[config.mk]
export PLATFORM = sky130hd
export DESIGN_NAME = osa_ctrl
export DESIGN_NICKNAME = d
export VERILOG_FILES = /design/src/sv/osa_pkg.sv /design/src/sv/osa_ctrl.sv
export SDC_FILE = /design/constraint.sdc
export NUM_CORES = 1
export LEC_CHECK = 0
export ABC_AREA = 1
export CAP_MARGIN = 20
export CORE_MARGIN = 3
export CORE_UTILIZATION = 30
export CTS_CLUSTER_DIAMETER = 50
export DETAILED_ROUTE_END_ITERATION = 16
export DONT_BUFFER_PORTS = 1
export GPL_TIMING_DRIVEN = 0
export PLACE_DENSITY_LB_ADDON = 0.15
export RECOVER_POWER = 50
export SLEW_MARGIN = 20
export SYNTH_ARGS = -nofsm -noshare
export SYNTH_HDL_FRONTEND = slang
export SYNTH_SLANG_ARGS = --single-unit
export TNS_END_PERCENT = 5
[constraint.sdc]
create_clock -name clk_i -period 2.4 [get_ports clk_i]
set_clock_uncertainty 0.05 [all_clocks]
set_input_delay 0 -clock clk_i [delete_from_list [all_inputs] [get_ports clk_i]]
set_output_delay 0 -clock clk_i [all_outputs]
set_load 0.02 [all_outputs]
[src/sv/osa_pkg.sv]
// ----------------------------------------------------------------------------
// osa_pkg
// Shared types and constants of the ordered segment alignment block.
// ----------------------------------------------------------------------------
package osa_pkg;

  localparam int unsigned MAX_CLUSTERS_DEF = 64;
  localparam int unsigned MAX_DIMS_DEF     = 64;
  localparam int unsigned FRAME_BITS_DEF   = 16;

  localparam int unsigned PADDR_W = 4;
  localparam int unsigned PDATA_W = 32;
  localparam int unsigned COST_W  = 48;

  localparam logic [COST_W-1:0] COST_UNR  = '1;
  localparam logic [COST_W-1:0] COST_MAXR = 48'hFFFF_FFFF_FFFE;

  localparam logic [5:0] RED_LOW_DIMS  = 6'd14;
  localparam logic [5:0] RED_EXTRA_DIM = 6'd42;

  localparam logic [1:0] REG_NUM_CLUSTERS = 2'd0;
  localparam logic [1:0] REG_NUM_DIMS     = 2'd1;
  localparam logic [1:0] REG_REDUCED_DIMS = 2'd2;

  localparam logic [6:0] NUM_CLUSTERS_RST = 7'd64;
  localparam logic [6:0] NUM_DIMS_RST     = 7'd43;

  typedef enum logic [3:0] {
    OP_NONE,
    OP_LATCH,
    OP_ACC_RD,
    OP_ACC_MUL,
    OP_ACC_WR,
    OP_DP_RD,
    OP_DP_EX,
    OP_CP_RD,
    OP_CP_WR,
    OP_FIN,
    OP_OUT_RD,
    OP_OUT_LD,
    OP_CLR
  } op_e;

  typedef struct packed {
    op_e op;
  } cmd_t;

  typedef struct packed {
    logic is_load;
    logic counts;
    logic is_end;
    logic last_frame;
    logic lower_unr;
    logic stay;
    logic out_free;
  } stat_t;

endpackage

[src/sv/osa_ctrl.sv]
// ----------------------------------------------------------------------------
// osa_ctrl
// Sequencer: accumulation over centres, DP sweep, row copies and output.
// ----------------------------------------------------------------------------
module osa_ctrl import osa_pkg::*; #(
  parameter int unsigned MAX_CLUSTERS = MAX_CLUSTERS_DEF
) (
  input  logic                            clk_i,
  input  logic                            rst_ni,
  input  logic                            in_valid_i,
  output logic                            in_stall_o,
  input  stat_t                           stat_i,
  input  logic [$clog2(MAX_CLUSTERS)-1:0] k_last_i,
  output cmd_t                            cmd_o,
  output logic [$clog2(MAX_CLUSTERS)-1:0] c_idx_o,
  output logic [$clog2(MAX_CLUSTERS)-1:0] j_idx_o
);

  localparam int unsigned CW = $clog2(MAX_CLUSTERS);

  typedef enum logic [12:0] {
    S_IDLE    = 13'b0000000000001,
    S_DEC     = 13'b0000000000010,
    S_ACC_RD  = 13'b0000000000100,
    S_ACC_MUL = 13'b0000000001000,
    S_ACC_WR  = 13'b0000000010000,
    S_DP_RD   = 13'b0000000100000,
    S_DP_EX   = 13'b0000001000000,
    S_CP_RD   = 13'b0000010000000,
    S_CP_WR   = 13'b0000100000000,
    S_FIN     = 13'b0001000000000,
    S_OUT_RD  = 13'b0010000000000,
    S_OUT_LD  = 13'b0100000000000,
    S_CLR     = 13'b1000000000000
  } state_e;

  state_e         state_q, state_d;
  logic [CW-1:0]  c_q, c_d;
  logic [CW-1:0]  j_q, j_d;

  assign in_stall_o = (state_q != S_IDLE);
  assign c_idx_o    = c_q;
  assign j_idx_o    = j_q;

  always_comb begin
    state_d   = state_q;
    c_d       = c_q;
    j_d       = j_q;
    cmd_o.op  = OP_NONE;
    case (state_q)
      S_IDLE: begin
        if (in_valid_i) begin
          cmd_o.op = OP_LATCH;
          state_d  = S_DEC;
        end
      end
      S_DEC: begin
        c_d = '0;
        if (stat_i.is_load) begin
          state_d = S_IDLE;
        end else if (stat_i.counts) begin
          state_d = S_ACC_RD;
        end else if (stat_i.is_end) begin
          c_d     = k_last_i;
          state_d = S_DP_RD;
        end else begin
          state_d = S_IDLE;
        end
      end
      S_ACC_RD: begin
        cmd_o.op = OP_ACC_RD;
        state_d  = S_ACC_MUL;
      end
      S_ACC_MUL: begin
        cmd_o.op = OP_ACC_MUL;
        state_d  = S_ACC_WR;
      end
      S_ACC_WR: begin
        cmd_o.op = OP_ACC_WR;
        if (c_q == k_last_i) begin
          if (stat_i.is_end) begin
            c_d     = k_last_i;
            state_d = S_DP_RD;
          end else begin
            state_d = S_IDLE;
          end
        end else begin
          c_d     = c_q + 1'b1;
          state_d = S_ACC_RD;
        end
      end
      S_DP_RD: begin
        cmd_o.op = OP_DP_RD;
        state_d  = S_DP_EX;
      end
      S_DP_EX: begin
        cmd_o.op = OP_DP_EX;
        if (c_q == '0) begin
          state_d = S_FIN;
        end else if (stat_i.lower_unr || stat_i.stay) begin
          c_d     = c_q - 1'b1;
          state_d = S_DP_RD;
        end else begin
          // diagonal step: copy the end row of the path below
          j_d     = '0;
          state_d = S_CP_RD;
        end
      end
      S_CP_RD: begin
        cmd_o.op = OP_CP_RD;
        state_d  = S_CP_WR;
      end
      S_CP_WR: begin
        cmd_o.op = OP_CP_WR;
        if (j_q == c_q - 1'b1) begin
          c_d     = c_q - 1'b1;
          state_d = S_DP_RD;
        end else begin
          j_d     = j_q + 1'b1;
          state_d = S_CP_RD;
        end
      end
      S_FIN: begin
        cmd_o.op = OP_FIN;
        c_d      = '0;
        state_d  = stat_i.last_frame ? S_OUT_RD : S_IDLE;
      end
      S_OUT_RD: begin
        cmd_o.op = OP_OUT_RD;
        state_d  = S_OUT_LD;
      end
      S_OUT_LD: begin
        cmd_o.op = OP_OUT_LD;
        if (stat_i.out_free) begin
          if (c_q == k_last_i) begin
            state_d = S_CLR;
          end else begin
            c_d     = c_q + 1'b1;
            state_d = S_OUT_RD;
          end
        end
      end
      S_CLR: begin
        cmd_o.op = OP_CLR;
        state_d  = S_IDLE;
      end
      default: begin
        state_d = S_IDLE;
      end
    endcase
  end

  always_ff @(posedge clk_i or negedge rst_ni) begin
    if (!rst_ni) begin
      state_q <= S_IDLE;
      c_q     <= '0;
      j_q     <= '0;
    end else begin
      state_q <= state_d;
      c_q     <= c_d;
      j_q     <= j_d;
    end
  end

endmodule

==> results_tabular.tex, run 1 <==
\begin{tabular}{lr}
\hline
Metric & Value \\
\hline
\multicolumn{2}{l}{\textbf{Status}} \\
Status & complete, no violations \\
\multicolumn{2}{l}{\textbf{Pwr}} \\
Internal Power & 1.019 mW \\
Fraction of power spent switching nets & 0.5274 \\
Sequential fraction of design power & 0.324 \\
Max rail drop VDD & 0.0002902 V \\
Switching power total & 1.137 mW \\
Pwr/cell area & 779.2 mW/mm\^{}2 \\
Combinational group share of total power & 0.551 \\
Fraction of power consumed by the clock network & 0.124 \\
Leak Pwr & 1.453 nW \\
\multicolumn{2}{l}{\textbf{Floorplanning}} \\
Height of the chip & 96.02 um \\
Effective utilization at floorplan & 0.3114 \\
Core area & 0.007807 mm\^{}2 \\
Std cell rows & 32 \\
Number of top-level pins & 33 \\
Width of the die & 96.02 um \\
Die area & 0.009220 mm\^{}2 \\
\multicolumn{2}{l}{\textbf{Logic synthesis}} \\
Area of the mapped netlist & 0.002431 mm\^{}2 \\
Sequential fraction of the synthesis area & 0.2578 \\
Synthesis warning total & 0 \\
Synth Instances & 386 \\
Avg Cell Area, Syn & 6.298 um\^{}2 \\
Syn Nets & 406 \\
Count of different cell masters after synthesis & 39 \\
Number of synthesized register bits & 25 \\
\multicolumn{2}{l}{\textbf{STA}} \\
Post-layout minimum cycle time & 2225 ps \\
Worst-case headroom to the max-slew limit & 0.03649 \\
Final Hold Fails & 0 \\
Share of the clock period used by the worst path & 0.9269 \\
Worst Max-Slew Pin Slew & 1445 ps \\
Final setup violation count & 0 \\
Hold slack & 11.46 ps \\
Final max-slew violation count & 0 \\
Fmax & 0.4495 GHz \\
\multicolumn{2}{l}{\textbf{Clock tree}} \\
Maximum level of the CTS H-tree & 1 \\
Clock-pin slew on the worst setup and hold paths & 100 ps \\
Clock tree buffer depth & 2 \\
Source-to-sink clock delay at the later pin of the worst-skew pair & 280 ps \\
Clk sinks & 25 \\
CTS tree & built \\
Clock root buffer & clkbuf\_8 \\
Total CTS buffers & 3 \\
\multicolumn{2}{l}{\textbf{Setup path}} \\
Startpoint kind of the worst setup timing path & flop \\
Capturing element type of the critical path & flop \\
Required time of the worst setup path & 2530 ps \\
Worst reg-to-reg setup slack & 180 ps \\
Crit path DAT & 2350 ps \\
Highest net fanout along the worst path & 11 \\
Critical path class & reg -> reg \\
\multicolumn{2}{l}{\textbf{GRT}} \\
Overflow left after global routing & 0 \\
Initial antenna violation count & 0 \\
Global-route wire length before repair & 12120 um \\
Number of global-route vias before repair & 2387 \\
Largest net degree at the start of global routing & 26 \\
Overall global routing resource usage & 0.1687 \\
\multicolumn{2}{l}{\textbf{Layout}} \\
Net count reported at finish & 425 \\
Post-layout instance count excluding filler cells & 506 \\
Filler cell count & 897 \\
Commonest cells after routing, fill and taps aside & nand2\_1 (120), inv\_1 (46), nor2\_1 (41) \\
Most common cell after layout, fill and taps aside & nand2\_1 \\
Layout cells sized above 1 & 0.1485 \\
Syn-to-layout area delta & 13.79\% \\
Count of antenna diodes in the layout & 0 \\
\multicolumn{2}{l}{\textbf{Detailed routing}} \\
Post-detailed-route DRC marker count & 0 \\
Number of design-rule violations left by the first detailed-router iteration & 127 \\
Average routed wire per standard cell & 14.54 um \\
Final WL & 7358 um \\
Number of vias per cell & 4.939 \\
Total vias in the final route & 2499 \\
Number of nets still failing antenna checks after routing & 0 \\
Detailed-routing iteration count for the pre-antenna-repair pass & 4 \\
\multicolumn{2}{l}{\textbf{Min path}} \\
Min-delay worst type & in -> reg \\
\multicolumn{2}{l}{\textbf{Place}} \\
Global placer's final weighted congestion & 0.8880 \\
HPWL after DPL & 5922 um \\
Count of port buffers added during placement & 0 \\
Total instance count after detailed placement & 488 \\
\multicolumn{2}{l}{\textbf{Flow run}} \\
Maximum Capacitance Violations & 0 \\
\hline
\end{tabular}
sequential cells by signal, indices dropped and copies added, names as in the netlist:
| register | flops |
|---|---|
| state_q | 13 |
| c_idx_o | 6 |
| j_idx_o | 6 |
cells by family after synthesis:
logic type	synth area share
and+or+nand+nor	0.5620
buffers and inverters	0.09985
DFF	0.2579
AOI/OAI and AO/OA	0.03809
xor gates and xnor gates	0.02162
adders and majority gates	0.02059
final cells by class:
| class | count | area [um^2] | area share |
|---|---|---|---|
| Buffer | 3 | 22.52 | 0.008141 |
| Clock buffer | 3 | 41.29 | 0.01493 |
| Clock inverter | 1 | 5.005 | 0.001809 |
| Inverter | 58 | 222.7 | 0.08051 |
| Multi-Input combinational cell | 300 | 1587 | 0.5735 |
| Sequential cell | 25 | 629.4 | 0.2275 |
| Tap cell | 102 | 127.6 | 0.04613 |
| Timing Repair Buffer | 14 | 131.4 | 0.04749 |
routing by layer:
metal,GRT usage,vias to the layer above,wire [um],part of all wire
met4,0.04028,0,112,0.015
met5,0,-,0,0
li1,-,1279,-,-
met1,0.2345,1144,3460,0.47
met3,0.03362,13,366,0.050
met2,0.2674,63,3418,0.46
what timing repair did:
| action | 4_1_cts | 5_1_grt |
|---|---|---|
| pin swaps | 0 | 2 |
| setup buffers | 0 | 1 |
| endpoints found under the setup margin | 12 | 12 |
| hold buffers | 13 | 0 |
| endpoints found under the hold margin | 35 | 0 |
| gates resized for setup | 3 | 4 |
worst max-delay path, stage by stage, from the launching register on:
cell and delay, ps:
dfrtp_2 540, inv_4 130, ha_4 300, inv_1 80, nand2_1 60, nand2_1 40
nor2_1 80, nand3_1 80, nor2_2 130, nand3_2 160, nand2_4 130, nand2_2 110
nor2_1 140, nor2_1 70
cell usage after synthesis:
cell type	n	area [um^2]
a21oi_1	4	20.02
inv_2	10	37.54
o21ai_0	7	35.03
or2_1	1	6.260
nor3_2	1	10.01
nand2_2	7	43.79
nand3_4	2	35.03
and2_1	1	6.260
nor2_1	42	157.7
o21ai_1	1	5.000
o21a_1	1	7.510
or2_2	1	6.260
o31ai_1	1	7.510
xor2_1	6	52.55
ha_1	4	50.05
buf_6	1	11.26
and3_1	1	6.260
nor2_8	1	20.02
nor4_1	7	43.79
nand3_2	3	30.03
inv_4	1	6.260
or3_1	1	6.260
nor2_4	7	78.83
nand3b_2	1	11.26
nand4_1	17	106.4
dfstp_2	1	26.28
inv_1	46	172.7
nor3_1	10	50.05
o221ai_1	1	8.760
buf_4	1	7.510
nand3_1	33	165.2
nor2_2	11	68.82
o32ai_1	1	8.760
nand3b_1	4	30.03
nand2_1	120	450.4
nand2_4	3	33.78
clkinv_1	1	3.750
clkbuf_1	1	3.750
dfrtp_1	24	600.6
per-stage QoR:
stage          instance area, um^2  utilization  worst slack, ps  TNS, ps  power [mW]
6_report                      2766       0.3543            175.5        0       2.156
5_1_grt                       2766       0.3543           -20.66   -51.24       2.352
4_1_cts                       2750       0.3522            18.60        0       2.144
3_5_place_dp                  2559       0.3277           -163.5    -1265       1.825
3_3_place_gp                  2559       0.3277           -177.4    -1445       1.820
2_1_floorplan                 2431            -            384.8        0       1.563
power groups by stage:
stage	clock network (mW)	logic, mW	registers, mW
3_5_place_dp	0	1.13	0.696
4_1_cts	0.282	1.17	0.694
2_1_floorplan	0	0.909	0.654
6_report	0.268	1.19	0.699
5_1_grt	0.296	1.35	0.708
3_3_place_gp	0	1.12	0.700
final timing paths:
kind                            cells after the start       start    endpoint
worst max-delay path                               13  c_idx_o[0]  c_idx_o[4]
worst min-delay path                                2   stat_i[3]  state_q[0]
worst max register to register                     13  c_idx_o[0]  c_idx_o[4]
worst min register to register                      1  state_q[4]  state_q[6]
max in group asynchronous                           2      rst_ni  c_idx_o[1]
min in group asynchronous                           2      rst_ni  state_q[1]
Power figures use the tool's default switching activity.
==> inputs of run 2 (changes only) <==
--- a/config.mk
+++ b/config.mk
@@ -9,12 +9,14 @@
 export CAP_MARGIN = 20
 export CORE_MARGIN = 3
 export CORE_UTILIZATION = 30
+export CTS_BUF_LIST = sky130_fd_sc_hd__clkbuf_4 sky130_fd_sc_hd__clkbuf_8 sky130_fd_sc_hd__clkbuf_16
 export CTS_CLUSTER_DIAMETER = 50
 export DETAILED_ROUTE_END_ITERATION = 16
 export DONT_BUFFER_PORTS = 1
 export GPL_TIMING_DRIVEN = 0
 export PLACE_DENSITY_LB_ADDON = 0.15
 export RECOVER_POWER = 50
+export SKIP_CTS_REPAIR_TIMING = 1
 export SLEW_MARGIN = 20
 export SYNTH_ARGS = -nofsm -noshare
 export SYNTH_HDL_FRONTEND = slang
==> run 2 against run 1 <==
  * Global-route usage shrank 0.44 points
  * Largest cell class unchanged
  * Routed wire length shrank 0.42%
  * Hold slack lost 43 ps
  * Critical path depth is the same
  * Clock power is essentially flat
  * The run now ends with negative hold slack left
  * Flip-flop and latch count is the same
  * Sequential share of layout area grew 0.23 points
  * Die area is the same
  * Final cell count shrank 0.59%
==> results_tabular.tex, run 2 (same netlist as run 1, synthesis figures left out) <==
\begin{tabular}{lr}
\hline
Metric & Value \\
\hline
\multicolumn{2}{l}{\textbf{STA}} \\
Fmax & 0.4471 GHz (-0.53\%) \\
Post-layout minimum cycle time & 2236 ps (+11.90 ps) \\
Least setup slack across all paths after layout & 163.6 ps (-11.90 ps) \\
Worst-case headroom to the max-slew limit & 0.02818 (-0.008310) \\
Final setup violation count & 0 (unchanged) \\
Final max-slew violation count & 0 (unchanged) \\
Aggregate negative setup slack & 0 ps (unchanged) \\
Share of the clock period used by the worst path & 0.9318 (+0.004959) \\
Final Hold Fails & 2 (+2) \\
Worst Max-Slew Pin Slew & 1458 ps (+12.46 ps) \\
Hold slack & -31.36 ps (-42.82 ps) \\
\multicolumn{2}{l}{\textbf{Detailed routing}} \\
Final WL & 7327 um (-0.42\%) \\
Number of design-rule violations left by the first detailed-router iteration & 110 (-13\%) \\
Average routed wire per standard cell & 14.57 um (+0.17\%) \\
Detailed-routing iteration count for the pre-antenna-repair pass & 4 (unchanged) \\
Number of vias per cell & 4.909 (-0.61\%) \\
Post-detailed-route DRC marker count & 0 (unchanged) \\
Total vias in the final route & 2469 (-1.2\%) \\
Number of nets still failing antenna checks after routing & 0 (unchanged) \\
\multicolumn{2}{l}{\textbf{Setup path}} \\
Endpoint of the lowest-slack register-to-register path & c\_idx\_o[2] \\
Startpoint kind of the worst setup timing path & flop \\
Required time of the worst setup path & 2530 ps (about the same) \\
Startpoint of the lowest-slack register-to-register path & c\_idx\_o[0] \\
Critical path class & reg -> reg \\
Crit path DAT & 2360 ps (about the same) \\
Worst r2r path cells & 13 (unchanged) \\
Capturing element type of the critical path & flop \\
Worst reg-to-reg setup slack & 160 ps (about the same) \\
Highest net fanout along the worst path & 11 (unchanged) \\
\multicolumn{2}{l}{\textbf{Place}} \\
HPWL after DPL & 5922 um (unchanged) \\
Count of port buffers added during placement & 0 (unchanged) \\
Global placer's final weighted congestion & 0.8880 (unchanged) \\
Place WS & -163.5 ps (unchanged) \\
\multicolumn{2}{l}{\textbf{Layout}} \\
Layout cells sized above 1 & 0.1471 (-0.001383) \\
Commonest cells after routing, fill and taps aside & nand2\_1 (120), inv\_1 (46), nor2\_1 (41) \\
Share of the core filled with cells in the final layout & 0.3508 (-0.003526) \\
Total area of sequential cells & 629.4 um\^{}2 (unchanged) \\
Most common cell after layout, fill and taps aside & nand2\_1 \\
Syn-to-layout area delta & 12.66\% \\
Count of antenna diodes in the layout & 0 (unchanged) \\
Filler cell count & 899 (+0.22\%) \\
Register ranked first by flip-flop count & state\_q \\
Multi-input combinational cell area & 0.001587 mm\^{}2 (unchanged) \\
Flip-flop count of the largest register, all copies and words added & 13 (unchanged) \\
Net count reported at finish & 422 (-0.71\%) \\
\multicolumn{2}{l}{\textbf{Floorplanning}} \\
Std cell rows & 32 (unchanged) \\
Core area & 0.007807 mm\^{}2 (unchanged) \\
Die area & 0.009220 mm\^{}2 (unchanged) \\
Width of the die & 96.02 um (unchanged) \\
Effective utilization at floorplan & 0.3114 (unchanged) \\
Height of the chip & 96.02 um (unchanged) \\
Number of top-level pins & 33 (unchanged) \\
\multicolumn{2}{l}{\textbf{Min path}} \\
Hold-critical path depth & 4 (+2) \\
Launch instance of the worst min-delay path & k\_last\_i[2] \\
Min-delay worst type & in -> reg \\
Endpoint, Worst Hold & c\_idx\_o[2] \\
\multicolumn{2}{l}{\textbf{Status}} \\
Status & complete, but fails checks \\
Violations in the final reports & negative hold slack \\
\multicolumn{2}{l}{\textbf{GRT}} \\
Largest net degree at the start of global routing & 26 (unchanged) \\
Overall global routing resource usage & 0.1643 (-0.004406) \\
Overflow left after global routing & 0 (unchanged) \\
Number of global-route vias before repair & 2296 (-3.8\%) \\
Initial antenna violation count & 0 (unchanged) \\
Global-route wire length before repair & 11780 um (-2.8\%) \\
\multicolumn{2}{l}{\textbf{Pwr}} \\
Leak Pwr & 1.441 nW (-0.86\%) \\
Tot Pwr & 2.150 mW (-0.27\%) \\
Pwr/cell area & 784.9 mW/mm\^{}2 (+0.73\%) \\
Max rail drop VDD & 0.0002859 V (-1.5\%) \\
\multicolumn{2}{l}{\textbf{Clock tree}} \\
Clock-pin slew on the worst setup and hold paths & 100 ps (about the same) \\
Source-to-sink clock delay at the later pin of the worst-skew pair & 280 ps (about the same) \\
CTS tree & built \\
Maximum level of the CTS H-tree & 1 (unchanged) \\
Clock root buffer & clkbuf\_8 \\
Clk sinks & 25 (unchanged) \\
Total CTS buffers & 3 (unchanged) \\
Clock tree buffer depth & 2 (unchanged) \\
\multicolumn{2}{l}{\textbf{Flow run}} \\
Maximum Capacitance Violations & 0 (unchanged) \\
\hline
\end{tabular}
[run 2: cell types whose count changed in the layout (fill, tap and decap cells not counted)]
cell,change
dlygate4sd3_1,-2
buf_4,-1
[run 2: worst max-delay path by stage]
stage | startpoint | endpoint | slack, ps
2_1_floorplan | c_idx_o[0] | c_idx_o[5] | 380
3_3_place_gp | c_idx_o[0] | c_idx_o[2] | -180
3_5_place_dp | c_idx_o[0] | c_idx_o[4] | -160
4_1_cts | c_idx_o[0] | c_idx_o[4] | -190
5_1_grt | c_idx_o[0] | c_idx_o[4] | -20
6_report | c_idx_o[0] | c_idx_o[2] | 160
[run 2: area by class of cell]
type,instances,share of cell area
sequential,25,0.2298
clock inverter,1,0.001827
multi-input combinational,300,0.5793
inverter,58,0.08132
clock buffer,3,0.01508
tap,102,0.04660
buffer,3,0.008223
timing repair buffer,11,0.03792
[run 2: worst max-delay path, stage by stage, from the launching register on]
cell     delay [ps]
dfrtp_2         540
inv_4           130
ha_4            300
inv_1            80
nand2_1          60
nand2_1          40
nor2_1           80
nand3_1          80
nor2_2          140
nand3_2         160
nand2_4         140
nand2_2         120
nor2_1          140
nor2_1           60
[run 2: power by group]
group | switching [mW] | leakage, nW | internal [mW]
Clock | 0.150 | 0.0255 | 0.117
Sequential | 0.196 | 0.318 | 0.502
Combinational | 0.790 | 1.10 | 0.395
[run 2: per-stage QoR]
step,area (um^2),instances,hold slack (ps)
final,2739,503,-31.36
after global routing,2739,503,1.496
after CTS,2605,492,-656.6
after detailed placement,2559,488,-344.5
after global placement,2559,488,-344.7
after floorplan,2431,386,-345.6
[run 2: per-layer routing]
metal  GRT usage  up-vias  part of all wire
met5           0        -                 0
met4     0.03318        0             0.010
met3     0.03518        9             0.051
met2      0.2622       63              0.47
met1      0.2278     1122              0.47
li1            -     1275                 -
==> inputs of run 3 (changes only) <==
--- a/config.mk
+++ b/config.mk
@@ -5,7 +5,7 @@
 export SDC_FILE = /design/constraint.sdc
 export NUM_CORES = 1
 export LEC_CHECK = 0
-export ABC_AREA = 1
+export ABC_AREA = 0
 export CAP_MARGIN = 20
 export CORE_MARGIN = 3
 export CORE_UTILIZATION = 30
==> run 3 against run 2 <==
  * The run ends with max-capacitance violations, max-slew violations, negative setup slack left
  * First-iteration DRC count is 32% higher
  * Critical path depth fell by 6
  * Hold slack gained 35 ps
  * Flip-flop and latch count stayed put
  * Clock-buffer cell count grew 1
  * Design area increased by 10%
==> results_tabular.tex, run 3 <==
\begin{tabular}{lr}
\hline
Metric & Value \\
\hline
\multicolumn{2}{l}{\textbf{Logic synthesis}} \\
Share of the synthesized area in the top cell type & 0.2586 (+0.01158) \\
Sequential fraction of the synthesis area & 0.2699 (+0.01209) \\
Top-count cell post-synth & nor2\_1 \\
Synth Instances & 279 (-28\%) \\
Number of synthesized register bits & 25 (unchanged) \\
Yosys top cell by area & dfrtp\_1 \\
Most used flip-flop cell after synthesis & dfrtp\_1 \\
Share of flip-flops with an asynchronous set or reset & 1.000 (unchanged) \\
Synth area leaders & dfrtp\_1 (26\%), xnor2\_1 (6.8\%), nor2\_1 (5.2\%), xor2\_1 (3.8\%), nand4\_1 (3.2\%) \\
Syn Nets & 299 (-26\%) \\
Area of the mapped netlist & 0.002322 mm\^{}2 (-4.5\%) \\
Most frequent cells after synthesis & nor2\_1 (32), dfrtp\_1 (24), xnor2\_1 (18) \\
Count of different cell masters after synthesis & 57 (+46\%) \\
Avg Cell Area, Syn & 8.323 um\^{}2 (+32\%) \\
Number of synthesized flops with an enable pin & 0 (unchanged) \\
Synthesis warning total & 0 (unchanged) \\
\multicolumn{2}{l}{\textbf{Status}} \\
Status & complete, but fails checks \\
Violations in the final reports & max-capacitance violations, max-slew violations, negative setup slack \\
\multicolumn{2}{l}{\textbf{Pwr}} \\
Leak Pwr & 1.254 nW (-13\%) \\
Sequential fraction of design power & 0.256 (-0.068) \\
Fraction of power consumed by the clock network & 0.113 (-0.011) \\
Switching power total & 1.102 mW (-3.0\%) \\
Pwr/cell area & 820.4 mW/mm\^{}2 (+4.5\%) \\
Fraction of power spent switching nets & 0.4446 (-0.08381) \\
Combinational group share of total power & 0.631 (+0.080) \\
Max rail drop VDD & 0.0003669 V (+28\%) \\
Internal Power & 1.376 mW (+36\%) \\
Tot Pwr & 2.478 mW (+15\%) \\
\multicolumn{2}{l}{\textbf{Clock tree}} \\
Clock-pin slew on the worst setup and hold paths & 100 ps (about the same) \\
Maximum level of the CTS H-tree & 1 (unchanged) \\
Clk sinks & 25 (unchanged) \\
Clock tree buffer depth & 2 (unchanged) \\
CTS tree & built \\
Total CTS buffers & 3 (unchanged) \\
Clock root buffer & clkbuf\_8 \\
Source-to-sink clock delay at the later pin of the worst-skew pair & 270 ps (about the same) \\
\multicolumn{2}{l}{\textbf{STA}} \\
Post-layout minimum cycle time & 2539 ps (+302.3 ps) \\
Final max-slew violation count & 26 (+26) \\
Least setup slack across all paths after layout & -138.7 ps (-302.3 ps) \\
Fmax & 0.3939 GHz (-12\%) \\
Final Hold Fails & 0 (-2) \\
Worst-case headroom to the max-slew limit & -0.02557 (-0.05375) \\
Worst Max-Slew Pin Slew & 1538 ps (+80.62 ps) \\
Final setup violation count & 6 (+6) \\
Aggregate negative setup slack & -582.2 ps (-582.2 ps) \\
Share of the clock period used by the worst path & 1.058 (+0.1259) \\
Setup repair after global routing missed its margin & true \\
Hold slack & 4.121 ps (+35.48 ps) \\
\multicolumn{2}{l}{\textbf{GRT}} \\
Overall global routing resource usage & 0.1521 (-0.01220) \\
Largest net degree at the start of global routing & 26 (unchanged) \\
Number of global-route vias before repair & 2037 (-11\%) \\
Overflow left after global routing & 0 (unchanged) \\
Global-route wire length before repair & 10720 um (-9.0\%) \\
Initial antenna violation count & 0 (unchanged) \\
\multicolumn{2}{l}{\textbf{Detailed routing}} \\
Average routed wire per standard cell & 16.99 um (+17\%) \\
Final WL & 7102 um (-3.1\%) \\
Post-detailed-route DRC marker count & 0 (unchanged) \\
Number of design-rule violations left by the first detailed-router iteration & 145 (+32\%) \\
Detailed-routing iteration count for the pre-antenna-repair pass & 4 (unchanged) \\
Number of vias per cell & 5.390 (+9.8\%) \\
Total vias in the final route & 2253 (-8.7\%) \\
Number of nets still failing antenna checks after routing & 0 (unchanged) \\
\multicolumn{2}{l}{\textbf{Min path}} \\
Min-delay worst type & in -> reg \\
Endpoint, Worst Hold & state\_q[5] \\
Launch instance of the worst min-delay path & stat\_i[2] \\
Hold-critical path depth & 2 (-2) \\
\multicolumn{2}{l}{\textbf{Setup path}} \\
Critical path class & reg -> reg \\
Count of buffer and inverter cells on the critical path & 1 (-1) \\
Worst reg-to-reg setup slack & -140 ps (-300 ps) \\
Kind of cell with the highest combined delay on the critical path & simple AND/OR/NAND/NOR gates \\
Required time of the worst setup path & 2520 ps (about the same) \\
Endpoint of the lowest-slack register-to-register path & c\_idx\_o[5] \\
Capturing element type of the critical path & flop \\
Highest net fanout along the worst path & 5 (-6) \\
Largest stage delay on the critical path & 530 ps (about the same) \\
Startpoint of the lowest-slack register-to-register path & state\_q[9] \\
Worst r2r path cells & 7 (-6) \\
Crit path DAT & 2660 ps (+300 ps) \\
Cell Chain, Critical Path & buf\_8 -> or4\_4 -> nor4\_4 -> a311oi\_2 -> a31o\_4 -> a211o\_1 -> mux2\_2 \\
Critical path's slowest cell & or4\_4 \\
Startpoint kind of the worst setup timing path & flop \\
\multicolumn{2}{l}{\textbf{Layout}} \\
Flip-flop count of the largest register, all copies and words added & 13 (unchanged) \\
Net count reported at finish & 340 (-19\%) \\
Share of the core filled with cells in the final layout & 0.4098 (+0.05905) \\
Commonest cells after routing, fill and taps aside & nor2\_1 (30), buf\_4 (29), dfrtp\_1 (19) \\
Register ranked first by flip-flop count & state\_q \\
Syn-to-layout area delta & 30.06\% \\
Count of antenna diodes in the layout & 0 (unchanged) \\
Most common cell after layout, fill and taps aside & nor2\_1 \\
Layout cells sized above 1 & 0.2884 (+0.1413) \\
\multicolumn{2}{l}{\textbf{Flow run}} \\
Maximum Capacitance Violations & 1 (+1) \\
\multicolumn{2}{l}{\textbf{Floorplanning}} \\
Width of the die & 93.98 um (-2.1\%) \\
Effective utilization at floorplan & 0.3151 (+0.003732) \\
Height of the chip & 93.98 um (-2.1\%) \\
Core area & 0.007370 mm\^{}2 (-5.6\%) \\
Die area & 0.008832 mm\^{}2 (-4.2\%) \\
Std cell rows & 31 (-3.1\%) \\
Number of top-level pins & 33 (unchanged) \\
\multicolumn{2}{l}{\textbf{Place}} \\
HPWL after DPL & 5054 um (-15\%) \\
Count of port buffers added during placement & 0 (unchanged) \\
Global placer's final weighted congestion & 0.8087 (-8.9\%) \\
\hline
\end{tabular}
[run 3: power by group through the flow]
stage / logic (mW) / clock network [mW] / registers (mW)
2_1_floorplan: 0.985 / 0 / 0.602
3_3_place_gp: 1.20 / 0 / 0.622
3_5_place_dp: 1.20 / 0 / 0.625
4_1_cts: 1.21 / 0.300 / 0.616
5_1_grt: 1.71 / 0.306 / 0.649
6_report: 1.56 / 0.281 / 0.635
[run 3: through the flow]
stage | area, um^2 | std cells | setup WS (ps)
CTS | 2525 | 382 | -849.8
global route | 3020 | 418 | -257.1
floorplan | 2352 | 279 | -61.31
finish | 3020 | 418 | -138.7
global placement | 2476 | 378 | -844.7
detailed placement | 2476 | 378 | -811.1
[run 3: cell families after synthesis]
kind of cell	count (synthesis)	share of synthesized area
AO/OA/AOI/OAI	56	0.1778
XOR/XNOR	30	0.1250
adder cells (fa/ha/maj)	4	0.02155
buffers and inverters	28	0.04957
flip-flops	25	0.2699
multiplexers	6	0.02802
AND/OR/NAND/NOR	130	0.3281
[run 3: worst max-delay path by stage]
stage           startpoint         end  slack [ps]  depth (start not counted)
2_1_floorplan   state_q[9]  c_idx_o[4]         -60                          7
3_3_place_gp   state_q[11]  c_idx_o[0]        -840                          7
3_5_place_dp   state_q[11]  c_idx_o[0]        -810                          7
4_1_cts        state_q[11]  c_idx_o[1]        -850                          7
5_1_grt         state_q[3]  c_idx_o[5]        -260                         10
6_report        state_q[9]  c_idx_o[5]        -140                          7
[run 3: final cells by class]
class / count / area [um^2]
fillers: 754 / 4349
multi-input cells: 226 / 1743
flip-flops and latches: 25 / 633.1
repair buffers: 41 / 334.1
well taps: 99 / 123.9
plain buffers: 12 / 93.84
clock buffers: 4 / 48.80
inverters: 11 / 43.79
[run 3: metal layers]
metal / GRT usage / wire length (um)
met2: 0.2360 / 3294
met4: 0.03369 / 30
met1: 0.2180 / 3391
met5: 0 / 0
met3: 0.02965 / 385
[run 3: worst reg2reg max path: cells and delay by family (launching register included)]
| family | cells | cell delay (ps) |
|---|---|---|
| muxes | 1 | 260 |
| AOI/OAI and AO/OA | 3 | 660 |
| DFF | 1 | 450 |
| buffers and inverters | 1 | 150 |
| and+or+nand+nor | 2 | 870 |
